### src/rtl/core/pms_pkg.sv
// Package for the pendulum mode supervisor: state, mode, event and drive codes,
// configuration constants and the tick and result structs.
// No dependencies; imported by every module of the block.
`default_nettype none

package pms_pkg;

    // Field widths
    localparam int STATE_W  = 2;
    localparam int MODE_W   = 2;
    localparam int EVENT_W  = 4;
    localparam int DRIVE_W  = 3;
    localparam int CHAR_W   = 8;
    localparam int ANGLE_W  = 16;
    localparam int LIMIT_W  = 15;
    localparam int CFG_IDX_W = 1;

    // Run states
    localparam logic [STATE_W-1:0] ST_IDLE     = 2'd0;
    localparam logic [STATE_W-1:0] ST_RUNNING  = 2'd1;
    localparam logic [STATE_W-1:0] ST_JOYSTICK = 2'd2;
    localparam logic [STATE_W-1:0] ST_SWINGUP  = 2'd3;

    // Operating modes
    localparam logic [MODE_W-1:0] MD_IDLE   = 2'd0;
    localparam logic [MODE_W-1:0] MD_AUTO   = 2'd1;
    localparam logic [MODE_W-1:0] MD_ASSIST = 2'd2;
    localparam logic [MODE_W-1:0] MD_JOY    = 2'd3;

    // Events, in rule order
    localparam logic [EVENT_W-1:0] EV_NONE         = 4'd0;
    localparam logic [EVENT_W-1:0] EV_START        = 4'd1;
    localparam logic [EVENT_W-1:0] EV_STOP         = 4'd2;
    localparam logic [EVENT_W-1:0] EV_JOY_ON       = 4'd3;
    localparam logic [EVENT_W-1:0] EV_JOY_OFF      = 4'd4;
    localparam logic [EVENT_W-1:0] EV_SWING_ON     = 4'd5;
    localparam logic [EVENT_W-1:0] EV_SWING_OFF    = 4'd6;
    localparam logic [EVENT_W-1:0] EV_MODE_AUTO    = 4'd7;
    localparam logic [EVENT_W-1:0] EV_MODE_ASSIST  = 4'd8;
    localparam logic [EVENT_W-1:0] EV_MODE_JOY     = 4'd9;
    localparam logic [EVENT_W-1:0] EV_MODE_IDLE    = 4'd10;
    localparam logic [EVENT_W-1:0] EV_ESTOP        = 4'd11;
    localparam logic [EVENT_W-1:0] EV_CAPTURE      = 4'd12;
    localparam logic [EVENT_W-1:0] EV_CRASH_SWING  = 4'd13;
    localparam logic [EVENT_W-1:0] EV_CRASH_JOY    = 4'd14;
    localparam logic [EVENT_W-1:0] EV_CRASH_IDLE   = 4'd15;

    // Actuator sources
    localparam logic [DRIVE_W-1:0] DRV_COAST    = 3'd0;
    localparam logic [DRIVE_W-1:0] DRV_LQR      = 3'd1;
    localparam logic [DRIVE_W-1:0] DRV_STICK    = 3'd2;
    localparam logic [DRIVE_W-1:0] DRV_JOYSTICK = 3'd3;
    localparam logic [DRIVE_W-1:0] DRV_SWINGUP  = 3'd4;

    // Serial command bytes
    localparam logic [CHAR_W-1:0] CMD_START = 8'h77;  // 'w'
    localparam logic [CHAR_W-1:0] CMD_STOP  = 8'h73;  // 's'
    localparam logic [CHAR_W-1:0] CMD_JOY   = 8'h6A;  // 'j'
    localparam logic [CHAR_W-1:0] CMD_SWING = 8'h75;  // 'u'

    // Configuration register indexes and reset values (unsigned Q3.12)
    localparam logic [CFG_IDX_W-1:0] CFG_CAPTURE_LIMIT = 1'd0;
    localparam logic [CFG_IDX_W-1:0] CFG_CRASH_LIMIT   = 1'd1;
    localparam logic [LIMIT_W-1:0]   CAPTURE_LIMIT_RST = 15'd819;   // 0.2 rad
    localparam logic [LIMIT_W-1:0]   CRASH_LIMIT_RST   = 15'd6434;  // pi/2 rad

    typedef struct packed {
        logic                      serial_valid;
        logic [CHAR_W-1:0]         serial_char;
        logic                      press_a;
        logic                      press_b;
        logic                      press_y;
        logic                      press_x;
        logic                      hold_l1;
        logic                      hold_r1;
        logic                      stick_link_ok;
        logic signed [ANGLE_W-1:0] phi_angle;
    } tick_t;

    typedef struct packed {
        logic [STATE_W-1:0] ctrl_state;
        logic [MODE_W-1:0]  ctrl_mode;
        logic [EVENT_W-1:0] event_code;
        logic               enter_swingup;
        logic               reset_reference;
        logic               restart_timer;
        logic [DRIVE_W-1:0] drive_source;
    } result_t;

endpackage

`default_nettype wire

### src/rtl/core/pms_in_reg.sv
// Input register of the pendulum mode supervisor: captures one tick per transfer.
// Depends on pms_pkg for tick_t.
`default_nettype none

module pms_in_reg
    import pms_pkg::*;
(
    input  wire logic  clk,
    input  wire logic  rst_n,
    input  wire logic  in_valid,
    output logic       in_ready,
    input  wire tick_t tick_in,
    input  wire logic  advance,
    output logic       tick_valid,
    output tick_t      tick
);

    logic  valid_reg;
    logic  valid_next;
    tick_t tick_reg;

    // Accept when empty or when the held tick moves on this cycle
    assign in_ready   = !valid_reg || advance;
    assign valid_next = in_valid ? 1'b1 : (valid_reg && !advance);

    always_ff @(posedge clk or negedge rst_n)
    begin
        if (!rst_n)
        begin
            valid_reg <= 1'b0;
        end
        else if (in_ready)
        begin
            valid_reg <= valid_next;
        end
    end

    // Hold payload until the next transfer
    always_ff @(posedge clk)
    begin
        if (in_valid && in_ready)
        begin
            tick_reg <= tick_in;
        end
    end

    assign tick_valid = valid_reg;
    assign tick       = tick_reg;

endmodule

`default_nettype wire

### src/rtl/core/pms_decide.sv
// Decision logic of the pendulum mode supervisor: limit registers, run state,
// operating mode and the per-tick rule chain. Depends on pms_pkg.
`default_nettype none

module pms_decide
    import pms_pkg::*;
(
    input  wire logic                 clk,
    input  wire logic                 rst_n,
    input  wire logic                 cfg_we,
    input  wire logic [CFG_IDX_W-1:0] cfg_index,
    input  wire logic [LIMIT_W-1:0]   cfg_data,
    input  wire logic                 step,
    input  wire tick_t                tick,
    output result_t                   result
);

    logic [LIMIT_W-1:0] capture_limit_reg;
    logic [LIMIT_W-1:0] crash_limit_reg;
    logic [STATE_W-1:0] run_state_reg;
    logic [STATE_W-1:0] run_state_next;
    logic [MODE_W-1:0]  op_mode_reg;
    logic [MODE_W-1:0]  op_mode_next;

    logic [ANGLE_W-1:0] mag;
    logic               is_cmd;
    logic [STATE_W-1:0] st_a;
    logic [STATE_W-1:0] st_b;
    logic [MODE_W-1:0]  md_b;
    logic [STATE_W-1:0] st_c;
    logic [EVENT_W-1:0] ev_a;
    logic [EVENT_W-1:0] ev_b;
    logic [EVENT_W-1:0] ev_c;
    logic               swing;
    logic               capture;
    logic               crash;

    // Configuration writes
    always_ff @(posedge clk or negedge rst_n)
    begin
        if (!rst_n)
        begin
            capture_limit_reg <= CAPTURE_LIMIT_RST;
            crash_limit_reg   <= CRASH_LIMIT_RST;
        end
        else if (cfg_we)
        begin
            unique case (cfg_index)
                CFG_CAPTURE_LIMIT: capture_limit_reg <= cfg_data;
                CFG_CRASH_LIMIT:   crash_limit_reg   <= cfg_data;
                default:           ;
            endcase
        end
    end

    // Angle magnitude; the most negative angle maps to 32768
    assign mag = tick.phi_angle[ANGLE_W-1] ? (~tick.phi_angle + 16'd1) : tick.phi_angle;

    // Serial commands
    assign is_cmd = tick.serial_valid;
    always_comb
    begin
        st_a = run_state_reg;
        ev_a = EV_NONE;
        if (is_cmd && tick.serial_char == CMD_START && run_state_reg == ST_IDLE)
        begin
            st_a = ST_RUNNING;
            ev_a = EV_START;
        end
        else if (is_cmd && tick.serial_char == CMD_STOP && run_state_reg == ST_RUNNING)
        begin
            st_a = ST_IDLE;
            ev_a = EV_STOP;
        end
        else if (is_cmd && tick.serial_char == CMD_JOY && run_state_reg == ST_IDLE)
        begin
            st_a = ST_JOYSTICK;
            ev_a = EV_JOY_ON;
        end
        else if (is_cmd && tick.serial_char == CMD_JOY && run_state_reg == ST_JOYSTICK)
        begin
            st_a = ST_IDLE;
            ev_a = EV_JOY_OFF;
        end
        else if (is_cmd && tick.serial_char == CMD_SWING && run_state_reg == ST_IDLE)
        begin
            st_a = ST_SWINGUP;
            ev_a = EV_SWING_ON;
        end
        else if (is_cmd && tick.serial_char == CMD_SWING && run_state_reg == ST_SWINGUP)
        begin
            st_a = ST_IDLE;
            ev_a = EV_SWING_OFF;
        end
    end

    // Button mode changes, then the two-shoulder emergency stop; last wins
    always_comb
    begin
        st_b = st_a;
        md_b = op_mode_reg;
        ev_b = ev_a;
        if (tick.press_a)
        begin
            md_b = MD_AUTO;
            st_b = ST_SWINGUP;
            ev_b = EV_MODE_AUTO;
        end
        if (tick.press_b)
        begin
            md_b = MD_ASSIST;
            st_b = ST_JOYSTICK;
            ev_b = EV_MODE_ASSIST;
        end
        if (tick.press_y)
        begin
            md_b = MD_JOY;
            st_b = ST_JOYSTICK;
            ev_b = EV_MODE_JOY;
        end
        if (tick.press_x)
        begin
            md_b = MD_IDLE;
            st_b = ST_IDLE;
            ev_b = EV_MODE_IDLE;
        end
        if (tick.hold_l1 && tick.hold_r1 && st_b != ST_IDLE)
        begin
            md_b = MD_IDLE;
            st_b = ST_IDLE;
            ev_b = EV_ESTOP;
        end
    end

    // Capture into balance near upright
    assign capture = (st_b == ST_JOYSTICK || st_b == ST_SWINGUP)
                     && (mag < {1'b0, capture_limit_reg});
    assign st_c    = capture ? ST_RUNNING : st_b;
    assign ev_c    = capture ? EV_CAPTURE : ev_b;
    assign crash   = (st_c == ST_RUNNING) && (mag > {1'b0, crash_limit_reg});

    // Crash recovery and actuator selection
    always_comb
    begin
        run_state_next = st_c;
        op_mode_next   = md_b;
        result.event_code   = ev_c;
        result.drive_source = DRV_COAST;
        swing = tick.press_a || ev_a == EV_SWING_ON;
        if (crash)
        begin
            result.drive_source = DRV_COAST;
            priority case (md_b)
                MD_AUTO:
                begin
                    run_state_next    = ST_SWINGUP;
                    result.event_code = EV_CRASH_SWING;
                    swing             = 1'b1;
                end
                MD_ASSIST:
                begin
                    run_state_next    = ST_JOYSTICK;
                    result.event_code = EV_CRASH_JOY;
                end
                default:
                begin
                    run_state_next    = ST_IDLE;
                    result.event_code = EV_CRASH_IDLE;
                end
            endcase
        end
        else
        begin
            unique case (st_c)
                ST_RUNNING:
                begin
                    if (md_b == MD_ASSIST && tick.hold_r1 && tick.stick_link_ok)
                    begin
                        result.drive_source = DRV_STICK;
                    end
                    else
                    begin
                        result.drive_source = DRV_LQR;
                    end
                end
                ST_IDLE:     result.drive_source = DRV_COAST;
                ST_JOYSTICK: result.drive_source = DRV_JOYSTICK;
                ST_SWINGUP:  result.drive_source = DRV_SWINGUP;
                default:     result.drive_source = DRV_COAST;
            endcase
        end
        result.ctrl_state      = run_state_next;
        result.ctrl_mode       = op_mode_next;
        result.enter_swingup   = swing;
        result.reset_reference = capture;
        result.restart_timer   = capture || ev_a == EV_START;
    end

    // Advance state once per tick transfer
    always_ff @(posedge clk or negedge rst_n)
    begin
        if (!rst_n)
        begin
            run_state_reg <= ST_IDLE;
            op_mode_reg   <= MD_IDLE;
        end
        else if (step)
        begin
            run_state_reg <= run_state_next;
            op_mode_reg   <= op_mode_next;
        end
    end

    // Checks
    a_state_holds: assert property (@(posedge clk) disable iff (!rst_n)
        !step |=> $stable(run_state_reg) && $stable(op_mode_reg))
        else $error("state changed without a tick");

    a_swing_event: assert property (@(posedge clk) disable iff (!rst_n)
        step && result.enter_swingup |-> (ev_a == EV_SWING_ON || tick.press_a
            || result.event_code == EV_CRASH_SWING))
        else $error("swing-up pulse without a swing-up event");

    a_ref_timer: assert property (@(posedge clk) disable iff (!rst_n)
        step && result.reset_reference |-> result.restart_timer)
        else $error("reference clear without timer restart");

    a_crash_coast: assert property (@(posedge clk) disable iff (!rst_n)
        step && crash |-> result.drive_source == DRV_COAST
            && result.ctrl_state != ST_RUNNING)
        else $error("crash tick does not coast");

    a_mode_follows: assert property (@(posedge clk) disable iff (!rst_n)
        step |=> op_mode_reg == $past(result.ctrl_mode)
            && run_state_reg == $past(result.ctrl_state))
        else $error("stored state differs from reported state");

endmodule

`default_nettype wire

### src/rtl/core/pms_out_reg.sv
// Result register of the pendulum mode supervisor: holds one result until its
// transfer completes. Depends on pms_pkg for result_t.
`default_nettype none

module pms_out_reg
    import pms_pkg::*;
(
    input  wire logic    clk,
    input  wire logic    rst_n,
    input  wire logic    load,
    input  wire result_t result_in,
    output logic         can_load,
    output logic         out_valid,
    input  wire logic    out_ready,
    output result_t      result
);

    logic    valid_reg;
    logic    valid_next;
    result_t result_reg;

    // Room when empty or when the held result leaves this cycle
    assign can_load   = !valid_reg || out_ready;
    assign valid_next = load || (valid_reg && !out_ready);

    always_ff @(posedge clk or negedge rst_n)
    begin
        if (!rst_n)
        begin
            valid_reg <= 1'b0;
        end
        else
        begin
            valid_reg <= valid_next;
        end
    end

    always_ff @(posedge clk)
    begin
        if (load)
        begin
            result_reg <= result_in;
        end
    end

    assign out_valid = valid_reg;
    assign result    = result_reg;

endmodule

`default_nettype wire

### src/rtl/core/pendulum_mode_supervisor_core.sv
// Pendulum mode supervisor: per-tick run state and mode control.
// A tick is held in the input register, then its result in the result register.
// One tick per cycle while out_ready is high; the rule chain is one combinational pass.
// Reset (rst_n low, asynchronous): state idle, mode idle, limits 819 and 6434,
// both stages empty. Depends on pms_pkg, pms_in_reg, pms_decide, pms_out_reg.
`default_nettype none

module pendulum_mode_supervisor_core
    import pms_pkg::*;
(
    input  wire logic                        clk,
    input  wire logic                        rst_n,
    input  wire logic                        cfg_we,
    input  wire logic [CFG_IDX_W-1:0]        cfg_index,
    input  wire logic [LIMIT_W-1:0]          cfg_data,
    input  wire logic                        in_valid,
    output logic                             in_ready,
    input  wire logic                        serial_valid,
    input  wire logic [CHAR_W-1:0]           serial_char,
    input  wire logic                        press_a,
    input  wire logic                        press_b,
    input  wire logic                        press_y,
    input  wire logic                        press_x,
    input  wire logic                        hold_l1,
    input  wire logic                        hold_r1,
    input  wire logic                        stick_link_ok,
    input  wire logic signed [ANGLE_W-1:0]   phi_angle,
    output logic                             out_valid,
    input  wire logic                        out_ready,
    output logic [STATE_W-1:0]               ctrl_state,
    output logic [MODE_W-1:0]                ctrl_mode,
    output logic [EVENT_W-1:0]               event_code,
    output logic                             enter_swingup,
    output logic                             reset_reference,
    output logic                             restart_timer,
    output logic [DRIVE_W-1:0]               drive_source
);

    tick_t   tick_in;
    tick_t   tick;
    logic    tick_valid;
    logic    can_load;
    logic    advance;
    result_t result_c;
    result_t result_q;

    // Pack the input fields
    assign tick_in.serial_valid  = serial_valid;
    assign tick_in.serial_char   = serial_char;
    assign tick_in.press_a       = press_a;
    assign tick_in.press_b       = press_b;
    assign tick_in.press_y       = press_y;
    assign tick_in.press_x       = press_x;
    assign tick_in.hold_l1       = hold_l1;
    assign tick_in.hold_r1       = hold_r1;
    assign tick_in.stick_link_ok = stick_link_ok;
    assign tick_in.phi_angle     = phi_angle;

    // Move a held tick into the result register when there is room
    assign advance = tick_valid && can_load;

    pms_in_reg u_in_reg (
        .clk        (clk),
        .rst_n      (rst_n),
        .in_valid   (in_valid),
        .in_ready   (in_ready),
        .tick_in    (tick_in),
        .advance    (advance),
        .tick_valid (tick_valid),
        .tick       (tick)
    );

    pms_decide u_decide (
        .clk       (clk),
        .rst_n     (rst_n),
        .cfg_we    (cfg_we),
        .cfg_index (cfg_index),
        .cfg_data  (cfg_data),
        .step      (advance),
        .tick      (tick),
        .result    (result_c)
    );

    pms_out_reg u_out_reg (
        .clk       (clk),
        .rst_n     (rst_n),
        .load      (advance),
        .result_in (result_c),
        .can_load  (can_load),
        .out_valid (out_valid),
        .out_ready (out_ready),
        .result    (result_q)
    );

    // Unpack the result fields
    assign ctrl_state      = result_q.ctrl_state;
    assign ctrl_mode       = result_q.ctrl_mode;
    assign event_code      = result_q.event_code;
    assign enter_swingup   = result_q.enter_swingup;
    assign reset_reference = result_q.reset_reference;
    assign restart_timer   = result_q.restart_timer;
    assign drive_source    = result_q.drive_source;

endmodule

`default_nettype wire

### config.mk
export PLATFORM = sky130hd
export DESIGN_NAME = pendulum_mode_supervisor_core
export DESIGN_NICKNAME = d
export VERILOG_FILES = /design/src/rtl/core/pms_pkg.sv /design/src/rtl/core/pms_in_reg.sv /design/src/rtl/core/pms_decide.sv /design/src/rtl/core/pms_out_reg.sv /design/src/rtl/core/pendulum_mode_supervisor_core.sv
export SDC_FILE = /design/constraint.sdc
export NUM_CORES = 1
export LEC_CHECK = 0
export ABC_AREA = 1
export ABC_CLOCK_PERIOD_IN_PS = 2950
export BUFFER_PORTS_ARGS = -buffer_cell sky130_fd_sc_hd__clkbuf_2
export CAP_MARGIN = 20
export CORE_MARGIN = 5
export CORE_UTILIZATION = 53
export CTS_BUF_LIST = sky130_fd_sc_hd__clkbuf_2 sky130_fd_sc_hd__clkbuf_4 sky130_fd_sc_hd__clkbuf_8
export DETAILED_ROUTE_END_ITERATION = 8
export PLACE_DENSITY = 0.78
export SYNTH_ARGS = -nofsm -noshare
export SYNTH_HDL_FRONTEND = slang
export SYNTH_SLANG_ARGS = --single-unit
### constraint.sdc
create_clock -name clk -period 2.95 [get_ports clk]
set_clock_uncertainty 0.15 [all_clocks]
set_input_delay 0.885 -clock clk [delete_from_list [all_inputs] [get_ports clk]]
set_output_delay 0.885 -clock clk [all_outputs]
set_load 0.02 [all_outputs]
==> results.sh, run 1 <==
export IMPL_met2_length_microns=4530
export IMPL_diodes=0
export IMPL_max_slew_margin_pct=40.1
export IMPL_synth_area_sq_um=4540
export IMPL_regArea_sq_um=2300
export IMPL_multiInputGateArea_sq_um=1970
export IMPL_drt_initial_drc_count=225
export IMPL_cp_start_kind="flop"
export IMPL_cp_num_buf_inv=4
export IMPL_grt_pass1_wl_microns=15500
export IMPL_wl_per_cell_microns=13.0
export IMPL_clock_latency_ps=360
export IMPL_numCtsBuffers=9
export IMPL_cpMostUsedCell="inv_2"
export IMPL_r2r_slack_ps=-240
export IMPL_reg2reg_from="u_in_reg.tick[0]$_DFFE_PP_"
export IMPL_finalWeightedCongestion=1.01
export IMPL_finalCritPeriodShare_pct=108
export IMPL_top_layer="met4"
export IMPL_min_delay_start="u_decide.crash_limit_reg[11]$_DFFE_PN1P_"
export IMPL_fin_crit_ps=3190
export IMPL_fin_nets=687
export IMPL_gr_usage_all_layers_pct=18.7
export IMPL_rr_worst_depth=21
export IMPL_largest_reg_flops=32
export IMPL_finalHoldViolCount=0
export IMPL_ctsHoldBuffers=0
export IMPL_via_per_inst=5.05
export IMPL_synth_seq_cells=82
export IMPL_tightest_slew_ps=898
export IMPL_grt_pass1_vias=3492
export IMPL_tns_ps=-2150
export IMPL_num_rows=33
export IMPL_drv_cap=0
export IMPL_synthToLayoutAreaGrowth_pct=20.6
export IMPL_p_leak_nw=2.70
export IMPL_synth_nets=593
export IMPL_ys_types=33
export IMPL_design_core_area_sq_um=8300
export IMPL_slowest_delay_ps=390
export IMPL_antenna_left=0
export IMPL_clock_sinks=82
export IMPL_ir_drop_uv=370
export IMPL_worst_setup_path_end_kind="flop"
export IMPL_netlist_instances=507
export IMPL_path_depth=21
export IMPL_violations="negative setup slack"
export IMPL_crit_family="simple AND/OR/NAND/NOR gates"
export IMPL_timing_final_ws_setup_ps=-242
export IMPL_setup_viol=14
export IMPL_vias=3589
export IMPL_fmax_mhz=313
export IMPL_cts_root_buf="clkbuf_8"
export IMPL_clk_pin_slew_ps=90
export IMPL_grt_max_degree=37
export IMPL_rsz0062_at_grt="true"
export IMPL_status="complete, but fails checks"
export IMPL_startpoint="u_in_reg.tick[0]$_DFFE_PP_"
export IMPL_path_class="reg -> reg"
export IMPL_slowest_stage="edfxtp_1"
export IMPL_dieArea_sq_um=10500
export IMPL_power_density_nw_per_um2=551
export IMPL_wl_met1_microns=4120
export IMPL_num_io_pins=69
export IMPL_cts_tree="done"
export IMPL_die_x_microns=103
export IMPL_avgSynthCellArea_sq_um=8.95
export IMPL_cp_endpoint="u_out_reg.result[7]$_DFFE_PP_"
export IMPL_met3_length_microns=433
export IMPL_timing_rr_end="u_out_reg.result[7]$_DFFE_PP_"
export IMPL_dr_pass1_iters=5
export IMPL_drive_gt1_share_pct=30.0
export IMPL_yosysWarnings=0
export IMPL_cp_cell_sequence="inv_2, ha_4, inv_2, nor3_2, nor3b_2, inv_1, nor3_2, nand2_1, nand2_2, nand2_2, xor2_2, ha_1, nand2_1, inv_2, nand4_1, nor2_2, nor2_2, nor2_4, nand3_4, or2_1, o21ai_2"
export IMPL_fp_dieH_microns=103
export IMPL_start_util_pct=54.7
export IMPL_clk_path_buf_depth=2
export IMPL_power_mw=3.01
export IMPL_antenna_found_initial=0
export IMPL_arrival_ps=3250
export IMPL_worst_path_max_fanout=6
export IMPL_dpl_hpwl_microns=7170
export IMPL_drc=0
export IMPL_min_path_type="reg -> reg"
export IMPL_numPortBuffers=68
export IMPL_htreeDepth=3
export IMPL_drv_slew=0
export IMPL_drt_wl_total_microns=9270
export IMPL_worstPathRequired_ps=3010
export IMPL_fillCellCount=670
export IMPL_seq_area_frac_synth_pct=50.6
export IMPL_grt_overflow_total=0
export IMPL_finish_utilization_pct=65.9
==> logic make-up (layout without fill, tap and decap cells) <==
group	count (synthesis)	after routing	share of synthesized area [%]
AO/OA/AOI/OAI	68	68	8.19
XOR/XNOR	13	13	2.51
adder cells (fa/ha/maj)	33	33	9.10
buffers and inverters	102	201	8.44
flip-flops	82	82	50.6
AND/OR/NAND/NOR	209	209	21.2
==> power breakdown <==
part	internal (mW)	total, mW	switching, mW
registers	1.36	1.43	0.0732
clock network	0.407	0.850	0.442
logic	0.285	0.730	0.445
==> synthesized netlist by cell type (all sizes together) <==
library cell	number	area, sq um
o2111ai	2	17.5
edfxtp	46	1380
or2	3	18.8
dfstp	11	289
o211ai	2	20.0
inv	95	357
ha	33	413
nor3b	1	7.51
a31oi	1	6.26
nor2	46	213
xor2	7	61.3
nand2	123	487
a21oi	18	93.8
nand4	13	81.3
xnor2	6	52.6
nand3	18	128
o21ai	43	219
o21bai	2	15.0
clkbuf	7	26.3
dfrtp	25	626
nor3	5	25.0
==> cell usage in the layout, fill, tap and decap left out, drive strengths merged <==
master	count
a21oi	18
a31oi	1
buf	22
bufinv	1
clkbuf	77
clkinv	3
dfrtp	25
dfstp	11
edfxtp	46
ha	33
inv	98
nand2	123
nand3	18
nand4	13
nor2	46
nor3	5
nor3b	1
o2111ai	2
o211ai	2
o21ai	43
o21bai	2
or2	3
xnor2	6
xor2	7
==> metrics by stage <==
stage          hold slack, ps  cell area (sq um)  setup WS (ps)  std cells
2_1_floorplan             294               4550           2.46        507
3_3_place_gp              315               5100           -199        687
3_5_place_dp              327               5100           -380        687
4_1_cts                   348               5420           -260        708
5_1_grt                   363               5470           -543        711
6_report                  345               5470           -242        711
==> worst register-to-register path, stage by stage, from the launching register on <==
cell	delay [ps]
edfxtp_1	390
inv_2	90
ha_4	130
inv_2	30
nor3_2	120
nor3b_2	180
inv_1	80
nor3_2	150
nand2_1	90
nand2_2	100
nand2_2	70
xor2_2	160
ha_1	280
nand2_1	50
inv_2	60
nand4_1	150
nor2_2	170
nor2_2	60
nor2_4	130
nand3_4	100
or2_1	240
o21ai_2	60
==> layer usage <==
layer / GRT usage [%] / vias to the layer above
li1: - / 1825
met1: 25.2 / 1663
met2: 30.1 / 86
met3: 3.72 / 15
met4: 6.66 / 0
met5: 0 / -
==> how the worst min path moves through the flow <==
stage                                                 endpoint  slack, ps  depth (start not counted)
floorplan                  u_decide.op_mode_reg[0]$_DFFE_PN0P_        290                          2
global placement                 u_out_reg.out_valid$_DFF_PN0_        310                          2
detailed placement  u_decide.capture_limit_reg[14]$_DFFE_PN0P_        330                          2
CTS                 u_decide.capture_limit_reg[14]$_DFFE_PN0P_        350                          2
global route          u_decide.crash_limit_reg[11]$_DFFE_PN1P_        360                          2
finish                u_decide.crash_limit_reg[11]$_DFFE_PN1P_        340                          2
==> timing repair <==
action / 4_1_cts / 5_1_grt
pin swaps: 14 / 4
endpoints found under the setup margin: 14 / 14
resized for setup: 27 / 7
endpoints found under the hold margin: 0 / 0
buffers inserted: 5 / 3
==> cell type report <==
cell class                      count  share of cell area, %
Inverter                           95                   6.52
Tap cell                          105                   2.40
Multi-Input combinational cell    323                   36.0
Clock inverter                      7                   1.55
Timing Repair Buffer               90                   9.30
Clock buffer                        9                   2.26
Sequential cell                    82                   42.0
(Power assumes the default switching activity.)
==> run 2: changes to the inputs <==
--- a/config.mk
+++ b/config.mk
@@ -16,4 +16,5 @@
 export PLACE_DENSITY = 0.78
 export SYNTH_ARGS = -nofsm -noshare
 export SYNTH_HDL_FRONTEND = slang
+export SYNTH_HIERARCHICAL = 1
 export SYNTH_SLANG_ARGS = --single-unit
==> run 2 against run 1 <==
  * The run still ends with negative setup slack left
  * Power rose by 9.8%
  * Utilization rose by 0.62 points
  * Wire length fell by 1.7%
  * Critical path type unchanged
  * Largest power group unchanged
==> results.sh, run 2 <==
export IMPL_status="complete, but fails checks"
export IMPL_violations="negative setup slack"
export IMPL_drv_slew=0
export IMPL_placed_area_sq_um=5110
export IMPL_cp_cell_sequence="inv_2, ha_4, inv_2, nor3_4, nand2_1, or3_4, o31ai_4, buf_4, xnor2_2, ha_1, nand3_1, nand2_1, nand2_2, nand2_2, a21oi_2, nand2_4, buf_4, nor2_4, inv_2, o21ai_2, o21ai_1"
export IMPL_die_x_microns=102
export IMPL_fin_cells=698
export IMPL_synth_nets=577
export IMPL_vias=3507
export IMPL_post_place_ws_ps=-486
export IMPL_start_util_pct=54.3
export IMPL_slowest_stage="edfxtp_1"
export IMPL_synth_edff_count=46
export IMPL_met2_length_microns=4440
export IMPL_power_mw=3.31
export IMPL_final_area_sq_um=5440
export IMPL_worstPathRequired_ps=2900
export IMPL_wl_met1_microns=4040
export IMPL_drt_wl_total_microns=9110
export IMPL_avgSynthCellArea_sq_um=9.04
export IMPL_antenna_left=0
export IMPL_fillCellCount=643
export IMPL_timing_rr_end="u_out_reg/result[7]$_DFFE_PP_"
export IMPL_dieArea_sq_um=10300
export IMPL_whs_ps=342
export IMPL_p_leak_nw=2.68
export IMPL_synth_fa_ha_area_share_pct=9.30
export IMPL_cts_root_buf="clkbuf_8"
export IMPL_ir_drop_uv=270
export IMPL_post_place_cells=678
export IMPL_synth_area_sq_um=4440
export IMPL_grt_pass1_vias=3526
export IMPL_worst_path_max_fanout=4
export IMPL_min_delay_start="u_decide/crash_limit_reg[10]$_DFFE_PN0P_"
export IMPL_synth_mux_area_share_pct=0
export IMPL_grt_pass1_wl_microns=15600
export IMPL_synth_most_common_cell="nand2_1"
export IMPL_fmax_mhz=291
export IMPL_dpl_hpwl_microns=7000
export IMPL_num_rows=33
export IMPL_drive_gt1_share_pct=27.7
export IMPL_largest_reg_flops=32
export IMPL_reg2reg_from="u_in_reg/tick[1]$_DFFE_PP_"
export IMPL_fp_dieH_microns=102
export IMPL_timing_final_ws_setup_ps=-489
export IMPL_arrival_ps=3390
export IMPL_synthTopCellsByArea="edfxtp_1 (31%), dfrtp_1 (14%), ha_1 (9.3%), nand2_1 (9.2%), inv_1 (7.4%)"
export IMPL_ys_types=35
export IMPL_multiInputGateArea_sq_um=1880
export IMPL_regArea_sq_um=2300
export IMPL_final_common_cell="nand2_1"
export IMPL_synth_top_area_share_pct=31.1
export IMPL_synth_top_cell_by_area="edfxtp_1"
export IMPL_clock_sinks=82
export IMPL_slowest_delay_ps=400
export IMPL_numPortBuffers=68
export IMPL_grt_overflow_total=0
export IMPL_fin_nets=674
export IMPL_r2r_slack_ps=-490
export IMPL_met3_length_microns=444
export IMPL_tightest_slew_ps=921
export IMPL_antenna_found_initial=0
export IMPL_rr_worst_depth=21
export IMPL_fin_crit_ps=3440
export IMPL_rsz0062_at_grt="true"
export IMPL_synth_top_family_by_area="simple AND/OR/NAND/NOR gates"
export IMPL_netlist_instances=491
export IMPL_gr_usage_all_layers_pct=19.3
export IMPL_tns_ps=-5570
export IMPL_numCtsBuffers=9
export IMPL_finish_utilization_pct=66.6
export IMPL_clk_pin_slew_ps=80
export IMPL_dr_pass1_iters=5
export IMPL_design_core_area_sq_um=8180
export IMPL_finalHoldViolCount=0
export IMPL_power_density_nw_per_um2=608
export IMPL_worst_setup_path_end_kind="flop"
export IMPL_htreeDepth=3
export IMPL_synth_simple_area_share_pct=18.4
export IMPL_synth_seq_cells=82
export IMPL_cpMostUsedCell="inv_2"
export IMPL_final_cell_mix="nand2_1 (105), inv_1 (83), clkbuf_2 (68)"
export IMPL_cp_start_kind="flop"
export IMPL_seq_area_frac_synth_pct=51.7
export IMPL_via_per_inst=5.02
export IMPL_holdPathStages=2
export IMPL_grt_max_degree=37
export IMPL_wl_per_cell_microns=13.1
export IMPL_finalCritPeriodShare_pct=117
export IMPL_synthTopCellsByCount="nand2_1 (109), inv_1 (88), edfxtp_1 (46), o21ai_0 (46), ha_1 (33)"
export IMPL_finalWeightedCongestion=0.900
export IMPL_diodes=0
export IMPL_clk_path_buf_depth=2
export IMPL_top_layer="met4"
export IMPL_drc=0
export IMPL_yosysWarnings=6
export IMPL_synth_async_sr_flop_share_pct=43.9
export IMPL_path_class="reg -> reg"
export IMPL_cts_tree="done"
export IMPL_clock_latency_ps=350
export IMPL_synthToLayoutAreaGrowth_pct=22.5
export IMPL_synth_compound_area_share_pct=9.44
export IMPL_synth_flop_cell="edfxtp_1"
export IMPL_max_slew_margin_pct=38.6
export IMPL_min_to="u_decide/crash_limit_reg[10]$_DFFE_PN0P_"
export IMPL_drt_initial_drc_count=175
export IMPL_setup_viol=14
export IMPL_drv_cap=0
export IMPL_synth_xor_area_share_pct=2.56
export IMPL_min_path_type="reg -> reg"
export IMPL_num_io_pins=69
[run 2: cell types whose count changed after synthesis, moves of 3 or more]
cell,previous run,this run
nor2_2,7,3
nand3_1,12,16
nand2_1,115,109
nand3_2,5,1
a21oi_1,17,21
nand4_1,13,7
inv_1,91,88
o21ai_0,38,46
nor2_1,36,31
[run 2: power by group]
group	internal (mW)	total [mW]	switching, mW
Sequential	1.40	1.48	0.0858
Combinational	0.360	0.900	0.541
Clock	0.494	0.926	0.432
Total	2.25	3.31	1.06
[run 2: repair_timing]
item / in CTS / in global routing
buffers inserted: 0 / 4
pin swaps: 6 / 6
gates resized for setup: 3 / 15
hold buffers: 0 / 0
setup endpoints to repair: 14 / 14
[run 2: layout make-up]
class | instances | share of cell area (%)
sequential | 82 | 42.2
inverter | 91 | 6.28
clock inverter | 7 | 1.98
tap | 105 | 2.41
clock buffer | 9 | 2.28
timing repair buffer | 95 | 10.3
multi-input combinational | 309 | 34.6
[run 2: worst max-delay path, delay by kind of cell, from the launching register on]
kind                     cells  cell delay [ps]
buffers and inverters        5              520
AO/OA/AOI/OAI                4              540
XOR/XNOR                     1               70
flip-flops                   1              400
AND/OR/NAND/NOR              9             1050
adder cells (fa/ha/maj)      2              450
[run 2: worst max path at each step]
stage,end,depth (start not counted),start
6_report,u_out_reg/result[7]$_DFFE_PP_,21,u_in_reg/tick[1]$_DFFE_PP_
3_3_place_gp,u_out_reg/result[6]$_DFFE_PP_,23,u_in_reg/tick[1]$_DFFE_PP_
5_1_grt,u_out_reg/result[6]$_DFFE_PP_,22,u_in_reg/tick[0]$_DFFE_PP_
3_5_place_dp,u_out_reg/result[6]$_DFFE_PP_,20,u_in_reg/tick[1]$_DFFE_PP_
2_1_floorplan,u_out_reg/result[5]$_DFFE_PP_,22,u_in_reg/tick[0]$_DFFE_PP_
4_1_cts,u_out_reg/result[6]$_DFFE_PP_,20,u_in_reg/tick[1]$_DFFE_PP_
[run 2: kinds of logic after synthesis]
group                      count (synthesis)
AOI/OAI and AO/OA                         77
DFF                                       82
and+or+nand+nor                          186
buffers and inverters                    100
adders and majority gates                 33
xor gates and xnor gates                  13
[run 2: layer usage]
metal	vias to the layer above	track usage, %
met3	13	4.41
met5	-	0
met2	100	32.3
met1	1613	24.6
li1	1781	-
met4	0	6.85
